## src/sv/dcf77_time_code_receiver_macros.svh

```systemverilog
// Assertion macros for the DCF77 time code receiver.
// Used by the top level; bodies are empty when SYNTHESIS is defined.
`ifndef DCF77_TIME_CODE_RECEIVER_MACROS_SVH
`define DCF77_TIME_CODE_RECEIVER_MACROS_SVH
`ifndef SYNTHESIS
`define DCF_ASSERT_NOW(label, clk, rstn, ante, cons) \
    label: assert property (@(posedge clk) disable iff (!rstn) (ante) |-> (cons)) \
        else $error("dcf77 receiver check failed");
`define DCF_ASSERT_NEXT(label, clk, rstn, ante, cons) \
    label: assert property (@(posedge clk) disable iff (!rstn) (ante) |=> (cons)) \
        else $error("dcf77 receiver check failed");
`else
`define DCF_ASSERT_NOW(label, clk, rstn, ante, cons)
`define DCF_ASSERT_NEXT(label, clk, rstn, ante, cons)
`endif
`endif

```

## src/sv/dcf_pkg.sv

```systemverilog
// Shared types, constants and BCD helper for the DCF77 time code receiver.
// No dependencies; imported by every module of the block.
package dcf_pkg;

    localparam int MEAN_DEPTH    = 8;
    localparam int TELEGRAM_BITS = 60;

    localparam int CNT_W      = 16;
    localparam int SLOT_W     = $clog2(MEAN_DEPTH);
    localparam int HIST_SUM_W = CNT_W + $clog2(MEAN_DEPTH);
    localparam int TPOS_W     = $clog2(TELEGRAM_BITS);

    localparam logic [CNT_W-1:0] CNT_MAX = '1;

    // configuration register indexes
    localparam logic [1:0] CFG_INVERT    = 2'd0;
    localparam logic [1:0] CFG_MIN_COUNT = 2'd1;
    localparam logic [1:0] CFG_MEAN_SEED = 2'd2;

    localparam logic [CNT_W-1:0] MIN_COUNT_RST = 16'd100;
    localparam logic [CNT_W-1:0] MEAN_SEED_RST = 16'd500;

    // telegram positions
    localparam int TB_Z1    = 17;
    localparam int TB_Z2    = 18;
    localparam int TB_START = 20;

    localparam logic [7:0] BCD_WEIGHT [8] = '{8'd1, 8'd2, 8'd4, 8'd8,
                                              8'd10, 8'd20, 8'd40, 8'd80};

    typedef struct packed {
        logic sample_en;
        logic tick_en;
        logic level;
    } dcf_step_t;

    typedef struct packed {
        logic data_sec;
        logic bit_val;
    } dcf_class_t;

    typedef struct packed {
        logic [6:0] minute;
        logic [5:0] hour;
        logic [5:0] day;
        logic [2:0] wday;
        logic [4:0] month;
        logic [7:0] year;
    } dcf_time_t;

    // weighted BCD value of up to eight bits, unused upper bits zero
    function automatic logic [7:0] bcd_value(logic [7:0] b);
        logic [7:0] acc;
        acc = '0;
        for (int i = 0; i < 8; i++) begin
            if (b[i]) acc = acc + BCD_WEIGHT[i];
        end
        return acc;
    endfunction

endpackage

```

## src/sv/dcf_pulse_class.sv

```systemverilog
// Carrier sample counter, pulse history ring and per-second bit classifier.
// Depends on dcf_pkg.
module dcf_pulse_class
    import dcf_pkg::*;
(
    input  logic             aclk,
    input  logic             aresetn,
    input  dcf_step_t        step,
    input  logic             cfg_invert,
    input  logic [CNT_W-1:0] cfg_min_count,
    input  logic [CNT_W-1:0] cfg_mean_seed,
    output dcf_class_t       cls
);

    logic [CNT_W-1:0]      count_reg;
    logic [CNT_W-1:0]      hist_reg [MEAN_DEPTH];
    logic [HIST_SUM_W-1:0] sum_reg;
    logic [SLOT_W-1:0]     slot_reg;
    logic                  seeded_reg;

    logic [CNT_W-1:0]      old_entry;
    logic [HIST_SUM_W-1:0] base_sum;
    logic [HIST_SUM_W-1:0] sum_next;
    logic [CNT_W-1:0]      average;
    logic [SLOT_W-1:0]     slot_next;

    // before seeding every entry reads as the seed
    always_comb begin
        old_entry = seeded_reg ? hist_reg[slot_reg] : cfg_mean_seed;
        base_sum  = seeded_reg ? sum_reg
                  : HIST_SUM_W'(cfg_mean_seed) * HIST_SUM_W'(MEAN_DEPTH);
        sum_next  = base_sum - HIST_SUM_W'(old_entry) + HIST_SUM_W'(count_reg);
        average   = CNT_W'(sum_next / MEAN_DEPTH);
        slot_next = (slot_reg == SLOT_W'(MEAN_DEPTH - 1)) ? '0 : slot_reg + 1'b1;
        cls.data_sec = (count_reg >= cfg_min_count);
        cls.bit_val  = cls.data_sec && (count_reg > average);
    end

    always_ff @(posedge aclk) begin
        if (!aresetn) begin
            count_reg  <= '0;
            sum_reg    <= '0;
            slot_reg   <= '0;
            seeded_reg <= 1'b0;
        end else if (step.sample_en) begin
            if ((step.level ^ cfg_invert) && count_reg != CNT_MAX)
                count_reg <= count_reg + 1'b1;
        end else if (step.tick_en) begin
            count_reg  <= '0;
            seeded_reg <= 1'b1;
            if (cls.data_sec) begin
                sum_reg  <= sum_next;
                slot_reg <= slot_next;
            end else begin
                sum_reg  <= base_sum;
            end
        end
    end

    always_ff @(posedge aclk) begin
        if (step.tick_en) begin
            for (int i = 0; i < MEAN_DEPTH; i++) begin
                if (cls.data_sec && slot_reg == SLOT_W'(i))
                    hist_reg[i] <= count_reg;
                else if (!seeded_reg)
                    hist_reg[i] <= cfg_mean_seed;
            end
        end
    end

endmodule

```

## src/sv/dcf_tgm_decode.sv

```systemverilog
// Telegram bit store, minute decode with parity checks and held time.
// Depends on dcf_pkg.
module dcf_tgm_decode
    import dcf_pkg::*;
(
    input  logic              aclk,
    input  logic              aresetn,
    input  logic              tick_en,
    input  dcf_class_t        cls,
    output logic [TPOS_W-1:0] bit_index,
    output logic              time_valid,
    output dcf_time_t         time_out
);

    logic [TELEGRAM_BITS-1:0] bits_reg;
    logic [TPOS_W-1:0]        pos_reg;
    dcf_time_t                held_reg;

    dcf_time_t   fresh;
    logic        checks_ok;
    logic        p1_ok, p2_ok, p3_ok;
    logic [TPOS_W-1:0] pos_next;

    always_comb begin
        fresh.minute = 7'(bcd_value({1'b0, bits_reg[27:21]}));
        fresh.hour   = 6'(bcd_value({2'b0, bits_reg[34:29]}));
        fresh.day    = 6'(bcd_value({2'b0, bits_reg[41:36]}));
        fresh.wday   = 3'(bcd_value({5'b0, bits_reg[44:42]}));
        fresh.month  = 5'(bcd_value({3'b0, bits_reg[49:45]}));
        fresh.year   = bcd_value(bits_reg[57:50]);
        // even parity over data bits plus the parity bit
        p1_ok = !(^bits_reg[28:21]);
        p2_ok = !(^bits_reg[35:29]);
        p3_ok = !(^bits_reg[58:36]);
        checks_ok = bits_reg[TB_START] && (bits_reg[TB_Z1] != bits_reg[TB_Z2])
                  && p1_ok && p2_ok && p3_ok;
        pos_next = (pos_reg == TPOS_W'(TELEGRAM_BITS - 1)) ? '0 : pos_reg + 1'b1;

        if (cls.data_sec) begin
            bit_index  = pos_reg;
            time_valid = 1'b0;
            time_out   = held_reg;
        end else begin
            bit_index  = '0;
            time_valid = checks_ok;
            time_out   = checks_ok ? fresh : '0;
        end
    end

    always_ff @(posedge aclk) begin
        if (!aresetn) begin
            bits_reg <= '0;
            pos_reg  <= '0;
            held_reg <= '0;
        end else if (tick_en) begin
            if (cls.data_sec) begin
                bits_reg[pos_reg] <= cls.bit_val;
                pos_reg           <= pos_next;
            end else begin
                bits_reg <= '0;
                pos_reg  <= '0;
                held_reg <= time_out;
            end
        end
    end

endmodule

```

## src/sv/dcf77_time_code_receiver.sv

```systemverilog
// Top level of the DCF77 time code receiver: input register, config registers,
// result register. Depends on dcf_pkg, dcf_pulse_class, dcf_tgm_decode, macros.
//
//  channel | direction | word                                   | handshake
//  s_      | in        | tuser operation, tdata[0] signal_level | s_tvalid/s_tready
//  m_      | out       | tuser gap_decoded, tdata time fields   | m_tvalid/m_tready
//  cfg_    | in        | cfg_index, cfg_data                    | cfg_valid/cfg_ready
//
// Each word is held in the input register while its step is worked out;
// a tick's result is registered into the output register as the tick advances.
// One word per cycle is taken; only a tick waiting on an unread result stalls.
// Reset (aresetn low, synchronous) clears counters, history state and telegram.
// Configuration writes are always taken (cfg_ready held high).
`include "dcf77_time_code_receiver_macros.svh"
module dcf77_time_code_receiver
    import dcf_pkg::*;
(
    input  logic        aclk,
    input  logic        aresetn,
    input  logic        s_tvalid,
    output logic        s_tready,
    input  logic [7:0]  s_tdata,   // [0] signal_level, [7:1] zero
    input  logic        s_tuser,   // [0] operation
    output logic        m_tvalid,
    input  logic        m_tready,
    output logic [47:0] m_tdata,   // time_valid, bit_value, bit_index[5:0],
                                   // minute[6:0], hour[5:0], day[5:0],
                                   // weekday[2:0], month[4:0], year[7:0], zero pad
    output logic        m_tuser,   // [0] gap_decoded
    input  logic        cfg_valid,
    output logic        cfg_ready,
    input  logic [1:0]  cfg_index,
    input  logic [15:0] cfg_data
);

    logic             in_valid_reg;
    logic             in_op_reg;
    logic             in_level_reg;
    logic             cfg_invert_reg;
    logic [CNT_W-1:0] cfg_min_reg;
    logic [CNT_W-1:0] cfg_seed_reg;
    logic             out_valid_reg;
    logic             out_gap_reg;
    logic [42:0]      out_data_reg;

    logic              advance;
    dcf_step_t         step;
    dcf_class_t        cls;
    logic [TPOS_W-1:0] bit_index;
    logic              time_valid;
    dcf_time_t         time_out;

    assign advance  = in_valid_reg && (!in_op_reg || !out_valid_reg || m_tready);
    assign s_tready = !in_valid_reg || advance;
    assign cfg_ready = 1'b1;

    assign step.sample_en = advance && !in_op_reg;
    assign step.tick_en   = advance && in_op_reg;
    assign step.level     = in_level_reg;

    always_ff @(posedge aclk) begin
        if (!aresetn) begin
            in_valid_reg <= 1'b0;
        end else if (s_tvalid && s_tready) begin
            in_valid_reg <= 1'b1;
        end else if (advance) begin
            in_valid_reg <= 1'b0;
        end
    end

    always_ff @(posedge aclk) begin
        if (s_tvalid && s_tready) begin
            in_op_reg    <= s_tuser;
            in_level_reg <= s_tdata[0];
        end
    end

    always_ff @(posedge aclk) begin
        if (!aresetn) begin
            cfg_invert_reg <= 1'b0;
            cfg_min_reg    <= MIN_COUNT_RST;
            cfg_seed_reg   <= MEAN_SEED_RST;
        end else if (cfg_valid) begin
            unique case (cfg_index)
                CFG_INVERT:    cfg_invert_reg <= cfg_data[0];
                CFG_MIN_COUNT: cfg_min_reg    <= cfg_data;
                CFG_MEAN_SEED: cfg_seed_reg   <= cfg_data;
                default: ;
            endcase
        end
    end

    dcf_pulse_class u_class (
        .aclk          (aclk),
        .aresetn       (aresetn),
        .step          (step),
        .cfg_invert    (cfg_invert_reg),
        .cfg_min_count (cfg_min_reg),
        .cfg_mean_seed (cfg_seed_reg),
        .cls           (cls)
    );

    dcf_tgm_decode u_decode (
        .aclk       (aclk),
        .aresetn    (aresetn),
        .tick_en    (step.tick_en),
        .cls        (cls),
        .bit_index  (bit_index),
        .time_valid (time_valid),
        .time_out   (time_out)
    );

    always_ff @(posedge aclk) begin
        if (!aresetn) begin
            out_valid_reg <= 1'b0;
        end else if (step.tick_en) begin
            out_valid_reg <= 1'b1;
        end else if (m_tready) begin
            out_valid_reg <= 1'b0;
        end
    end

    always_ff @(posedge aclk) begin
        if (step.tick_en) begin
            out_gap_reg  <= !cls.data_sec;
            out_data_reg <= {time_out.year, time_out.month, time_out.wday,
                             time_out.day, time_out.hour, time_out.minute,
                             bit_index, cls.bit_val, time_valid};
        end
    end

    assign m_tvalid = out_valid_reg;
    assign m_tuser  = out_gap_reg;
    assign m_tdata  = {5'b0, out_data_reg};

    `DCF_ASSERT_NOW(a_gap_no_bit, aclk, aresetn, m_tvalid && m_tuser,
                    m_tdata[7:1] == 7'd0)
    `DCF_ASSERT_NOW(a_data_not_valid, aclk, aresetn, m_tvalid && !m_tuser,
                    !m_tdata[0])
    `DCF_ASSERT_NOW(a_bad_time_zero, aclk, aresetn, m_tvalid && m_tuser && !m_tdata[0],
                    m_tdata[42:8] == 35'd0)
    `DCF_ASSERT_NOW(a_stall_only_tick, aclk, aresetn, !s_tready,
                    in_valid_reg && in_op_reg && out_valid_reg)
    `DCF_ASSERT_NEXT(a_sample_no_result, aclk, aresetn,
                     step.sample_en && !out_valid_reg, !m_tvalid)

endmodule

```

## config.mk

```make
export PLATFORM = sky130hd
export DESIGN_NAME = dcf77_time_code_receiver
export DESIGN_NICKNAME = d
export VERILOG_FILES = /design/src/sv/dcf_pkg.sv /design/src/sv/dcf_pulse_class.sv /design/src/sv/dcf_tgm_decode.sv /design/src/sv/dcf77_time_code_receiver.sv
export VERILOG_INCLUDE_DIRS = /design/src /design/src/sv
export SDC_FILE = /design/constraint.sdc
export NUM_CORES = 1
export LEC_CHECK = 0
export BUFFER_PORTS_ARGS = -buffer_cell sky130_fd_sc_hd__buf_2
export CORE_ASPECT_RATIO = 1.4
export CORE_UTILIZATION = 40
export CTS_CLUSTER_SIZE = 10
export DETAILED_ROUTE_END_ITERATION = 8
export PLACE_DENSITY = 0.68
export SYNTH_ARGS = -nofsm -noshare
export SYNTH_HDL_FRONTEND = slang
export SYNTH_SLANG_ARGS = --single-unit
```

## constraint.sdc

```tcl
create_clock -name aclk -period 5.6 [get_ports aclk]
set_input_delay 1.12 -clock aclk [delete_from_list [all_inputs] [get_ports aclk]]
set_output_delay 1.12 -clock aclk [all_outputs]
set_load 0.02 [all_outputs]
```

======== Yosys cells after proc, flatten, opt, wreduce, memory -nomap -nowiden ========
Memories as Yosys holds them, arrays and structs flattened. A register that Yosys moved wholly into a read port is not among the register bits.
Cells that the tools add are included.
word-level totals
  register bits ........................... 221
  bits in latches ......................... 0
  RAM bits ................................ 128
  bits in read-only memories .............. 0
  input port bits ......................... 32
  output and inout bits ................... 52
  word-level logic and storage cells ...... 243
  memories kept ........................... 1
cells by class
  add/subtract/negate cells ............... 34
  multipliers ............................. 0
  divide/modulo/power cells ............... 0
  order comparisons ....................... 4
  equal/unequal tests ..................... 13
  shift operators ......................... 0
  multiplexer cells ....................... 113
  bitwise operators ....................... 11
  reduce and logical (&&, ||, !) cells .... 44
memories
  name              words  bits a word  read ports  clocked after memory_dff  write ports  line                   RTL
  u_class.hist_reg  8      16           1           1                         8            dcf_pulse_class.sv:16  logic [CNT_W-1:0] hist_reg [MEAN_DEPTH];
operators by type and width
  operator                                                         number
  16-bit 2-to-1 mux                                                12
  35-bit 2-to-1 mux                                                2
  60-bit bitwise mux                                               1
  1-bit 2-to-1 mux                                                 60
  6-bit 2-to-1 mux                                                 10
  60-bit 2-to-1 mux                                                1
  8-bit 2-to-1 mux                                                 7
  19-bit 2-to-1 mux                                                2
  7-bit 2-to-1 mux                                                 5
  3-bit 2-to-1 mux                                                 9
  6-bit by 4-bit adder with 6-bit output, second input constant    4
  23-bit XOR reduction                                             1
  19-bit by 16-bit adder with 19-bit output                        1
  1-bit logical AND                                                19
  19-bit by 16-bit subtractor with 19-bit output                   1
  1-bit by 2-bit adder with 3-bit output, second input constant    6
  16-bit by 1-bit adder with 16-bit output, second input constant  1
  3-bit by 3-bit adder with 4-bit output, second input constant    4
  8-bit by 4-bit adder with 8-bit output, second input constant    2
  16-bit >= comparator                                             1
  16-bit > comparator                                              1
  16-bit inequality test, second input constant                    1
  5-bit 2-to-1 mux                                                 3
  7-bit by 4-bit adder with 7-bit output, second input constant    2
  other kinds (34)                                                 63

======== Logic depth before layout (Yosys ltp) ========
  word-level depth ........................ 17
  mapped depth ............................ 26
  mapped depth without buffers ............ 23

======== Cells and area by module ========
Synthesis repeated with hierarchy kept, for this count alone.
unflattened totals
  cell total of the unflattened synthesis .. 1723
  area, all modules ....................... 18764.2 sq um
by module, submodules not included
  module                    times used  cells an instance  area each (sq um)
  dcf_pulse_class           1           987                11359.6
  dcf_tgm_decode            1           539                4568.1
  dcf77_time_code_receiver  1           197                2836.5

======== Worst setup path before layout ========
Ideal clock, no wire load.
  path type ............................... reg-to-reg
  start point ............................. reg with a tool-made name
  end point ............................... reg u_decode.bits_reg[32]
  library setup time ...................... 0.075 ns
  arrival time ............................ 5.797 ns
  required time ........................... 5.525 ns
  path slack .............................. -0.271 ns
  cell stages (with the launch flop) ...... 23
  path through ............................ dfxtp_1 clkbuf_1 buf_1 mux4_2 mux2i_1 a21oi_1 fa_1 fa_1 nor2b_1 o2111ai_1 a31oi_1 o21ai_1 or4_1 nand3_1 xnor2_1 ha_1 nand4_1 or2_2 a21oi_1 o32ai_1 or3b_2 clkbuf_1 o21ai_0
RTL lines
  element                          line                  RTL
  to (signal, indexed assignment)  dcf_tgm_decode.sv:57  bits_reg[pos_reg] <= cls.bit_val;
  to (decl)                        dcf_tgm_decode.sv:15  logic [TELEGRAM_BITS-1:0] bits_reg;

==> metrics.md <==
| Metric | Value |
|---|---|
| Status | `finished with violations` |
| Failing checks | `setup timing` |
| Ys async rst share | `0` |
| WS Path Type | `register to register` |
| Post-DP HPWL | `~34000 µm` |
| Required @ worst endpoint | `slightly above 6 ns` |
| Post-Place Cell Area | `between 15000 and 20000 µm²` |
| Final Hold Fails | `0` |
| Count of pins over their slew limit | `0` |
| 1st-iter DRT viols | `about 930` |
| Peak Freq | `0.178 GHz` |
| Area of the core | `45000 µm²` |
| Gr usage total | `0.216` |
| Largest net degree at the start of global routing | `around 70` |
| Max-cap violations | `0` |
| RD Place Congestion | `0.873` |
| Reg-to-Reg End | `u_decode.bits_reg[32]` |
| Worst-skew pair later-pin latency | `between 0.5 and 0.6 ns` |
| FF-to-FF setup slack | `-0.02 ns` |
| P&R area growth vs syn | `18.0%` |
| Synthesized area per cell | `around 9.7 µm²` |
| HP Start | `u_decode.held_reg[29]` |
| Wire length per cell | `approximately 19 µm` |
| Final ANT Viol Nets | `0` |
| Startpoint Class | `register` |
| Nature of the critical path endpoint | `register` |
| Worst r2r path cells | `25` |
| Total gr overflow | `0` |
| CP Data Arrival Time | `approximately 6.1 ns` |
| Starting density of the core | `0.405` |
| Fraction of layout cells with a size suffix above 1 | `0.203` |
| Initial antenna violation count | `0` |
| RSZ-0062 raised after global routing | `yes` |
| DRC Markers | `0` |
| Worst Hold Depth | `2` |
| IO Pins | `between 80 and 90` |
| Worst Path Max Fanout | `10` |
| Power density cells | `roughly 270 nW/µm²` |
| Max reg flops | `approximately 130` |
| Distinct cell type count after synthesis | `64` |
| Syn Std Cell Area | `18200 µm²` |
| Nets@finish | `2101` |
| Vias in the first global route | `roughly 14000` |
| CTS clock-pin slew for the worst setup and hold paths | `0.06 ns` |
| Largest area contributor in the netlist | `edfxtp_1` |
| Rows | `a little over 90` |
| Via density | `5.49` |
| Worst slew pin tran | `between 1 and 1.5 ns` |
| DR vias | `between 10000 and 15000` |
| Fraction of the yosys area taken by sequential cells | `0.461` |
| Seq cells post-synth | `~330` |
| Final setup fails | `10` |
| Hold EP | `u_decode.held_reg[29]` |
| Filler cells | `between 4000 and 5000` |
| Post-route cell area | `~22000 µm²` |
| IO buf count | `70` |
| Number of enable flip-flop cells after synthesis | `174` |
| Clock buffer depth | `3` |
| First-pass GRT wire length | `approximately 78000 µm` |
| Worst hold path type | `register to register` |
| Root Driver | `clkbuf_16` |
| Maximum vdd ir drop | `approximately 0.17 mV` |
| Worst Clk Skew | `about 0.031 ns` |
| Hold-fix buffer count after cts | `0` |
| CTS tree | `done` |
| Hold_ws | `0.447 ns` |
| Cells after DPL | `approximately 2500` |
| Post-Route WL | `a little over 50000 µm` |
| Setup WS post-layout | `-0.0190 ns` |
| YS warnings | `0` |
| CTS H-tree depth | `2` |
| TritonCTS buffer count | `40` |
| Diode count | `0` |
| Most common flop cell mapped by yosys | `edfxtp_1` |
| Top-area cell type share of the netlist area | `0.286` |
| Synth area leaders | `edfxtp_1 (29%), dfxtp_1 (17%), nand2_1 (7.0%)` |
| Crit path time final | `approximately 5.6 ns` |
| Leak Pwr | `just over 8 nW` |
| Die area | `around 46000 µm²` |
| Relative slew slack | `0.306` |
| First-pass DRT Iterations | `5` |
| Util after Layout | `0.478` |
| Clock sink count | `333` |
| DIE WIDTH | `182 µm` |
| Post-Syn Instances | `about 1900` |
| Crit share post-route | `1.00` |
| Finished Layout Cells | `approximately 2600` |
| Chip Height | `between 200 and 300 µm` |
[placed cells by master, fill, tap and decap left out, types with 42 or more instances in the layout]
cell and count:
nand2_1 338, edfxtp_1 174, dfxtp_1 157, nand3_1 115
o21ai_0 114, buf_4 106, inv_1 72, buf_2 69
ha_1 68, xnor2_1 65, nor2_1 63, mux2_2 57
nand4_1 43, o21ai_1 43, clkbuf_16 43, a21oi_1 42
mux2i_1 42
[Yosys cell counts (3+ instances only)]
| master | n |
|---|---|
| nand4b_1 | 3 |
| a21oi_1 | 53 |
| nand2b_1 | 11 |
| buf_4 | 7 |
| mux4_2 | 32 |
| nor3b_1 | 7 |
| nand2_1 | 338 |
| nor2b_1 | 26 |
| a21boi_0 | 33 |
| a31oi_1 | 7 |
| a21o_1 | 19 |
| clkinv_1 | 7 |
| o21a_1 | 8 |
| edfxtp_1 | 174 |
| and3_1 | 4 |
| buf_1 | 12 |
| o21ai_1 | 27 |
| o211a_1 | 5 |
| o211ai_1 | 7 |
| o31ai_1 | 4 |
| mux2i_1 | 45 |
| clkbuf_1 | 112 |
| fa_1 | 16 |
| a21boi_1 | 6 |
| nand4_1 | 43 |
| buf_2 | 16 |
| xnor2_1 | 65 |
| o21ai_0 | 158 |
| nor3_1 | 17 |
| xor2_1 | 16 |
| or3_1 | 4 |
| nand3_1 | 116 |
| nor2_1 | 64 |
| and3b_1 | 3 |
| dfxtp_1 | 159 |
| inv_1 | 74 |
| or2_2 | 5 |
| and2_1 | 18 |
| ha_1 | 75 |
| mux2_2 | 57 |
[cell families (layout without fill, tap and decap cells)]
logic type,count (synthesis),in the layout,synth area share
AOI/OAI and AO/OA,349,349,0.113
other,2,6,0.000412
DFF,333,333,0.461
adders and majority gates,91,91,0.0690
muxes,134,134,0.0994
and+or+nand+nor,670,670,0.169
buffers and inverters,230,344,0.0499
xor gates and xnor gates,81,81,0.0389
[area by class of cell]
| cell class | count | area [µm²] | share of cell area |
|---|---|---|---|
| clock inverter | 3 | 26.3 | 0.00122 |
| inverter | 83 | 313 | 0.0145 |
| tap | 611 | 764 | 0.0355 |
| timing repair buffer | 189 | 1450 | 0.0674 |
| clock buffer | 69 | 1180 | 0.0550 |
| multi-input combinational | 1331 | 9370 | 0.435 |
| sequential | 333 | 8410 | 0.391 |
[critical path, stage by stage (launching register included)]
cell	delay [ns]
dfxtp_4	0.39
buf_12	0.13
buf_16	0.11
buf_4	0.11
buf_4	0.13
mux4_2	0.49
mux2i_1	0.19
a21oi_1	0.12
fa_1	0.52
inv_1	0.07
ha_4	0.30
nand3_1	0.15
a31oi_4	0.19
o21ai_2	0.08
or4_4	0.55
nand3_2	0.08
xnor2_1	0.08
ha_1	0.30
nand4_1	0.11
or2_4	0.29
a21oi_4	0.14
o32ai_4	0.14
or3b_4	0.45
buf_12	0.16
buf_16	0.15
o21ai_2	0.14
[layer usage]
metal	track usage	vias up	wire length [µm]	part of all wire
met5	0	-	0	0
li1	-	6821	-	-
met3	0.0304	190	2230	0.044
met1	0.222	6891	18200	0.36
met4	0.145	0	3550	0.071
met2	0.405	464	26400	0.52
[power by group]
group / total (W) / leakage, nW / switching (W) / internal, W
Sequential: 0.00264 / 2.92 / 0.0000247 / 0.00261
Clock: 0.00245 / 0.580 / 0.00102 / 0.00143
Combinational: 0.000647 / 4.72 / 0.000379 / 0.000268
[worst max-delay path by stage]
stage	start	to	cells past startpoint
CTS	register	u_decode.bits_reg[54]	24
global route	register	u_decode.bits_reg[26]	25
finish	register	u_decode.bits_reg[32]	25
detailed placement	register	u_decode.bits_reg[25]	25
global placement	register	u_decode.bits_reg[23]	23
floorplan	register	u_decode.bits_reg[32]	22
[timing repair]
| action | 4_1_cts | 5_1_grt |
|---|---|---|
| cloned | 5 | 0 |
| endpoints found under the setup margin | 41 | 41 |
| resized for setup | 80 | 45 |
| setup buffers | 6 | 8 |
| pin swaps | 30 | 13 |
[stage by stage]
stage / TNS (ns) / setup WS (ns) / power [W]
4_1_cts: -2.88 / -0.0957 / 0.00574
3_5_place_dp: -9.68 / -0.265 / 0.00327
3_3_place_gp: -7.64 / -0.196 / 0.00326
2_1_floorplan: 0 / 0.00449 / 0.00307
6_report: -0.0753 / -0.0190 / 0.00573
5_1_grt: -8.59 / -0.234 / 0.00593
Power figures use the tool's default switching activity.
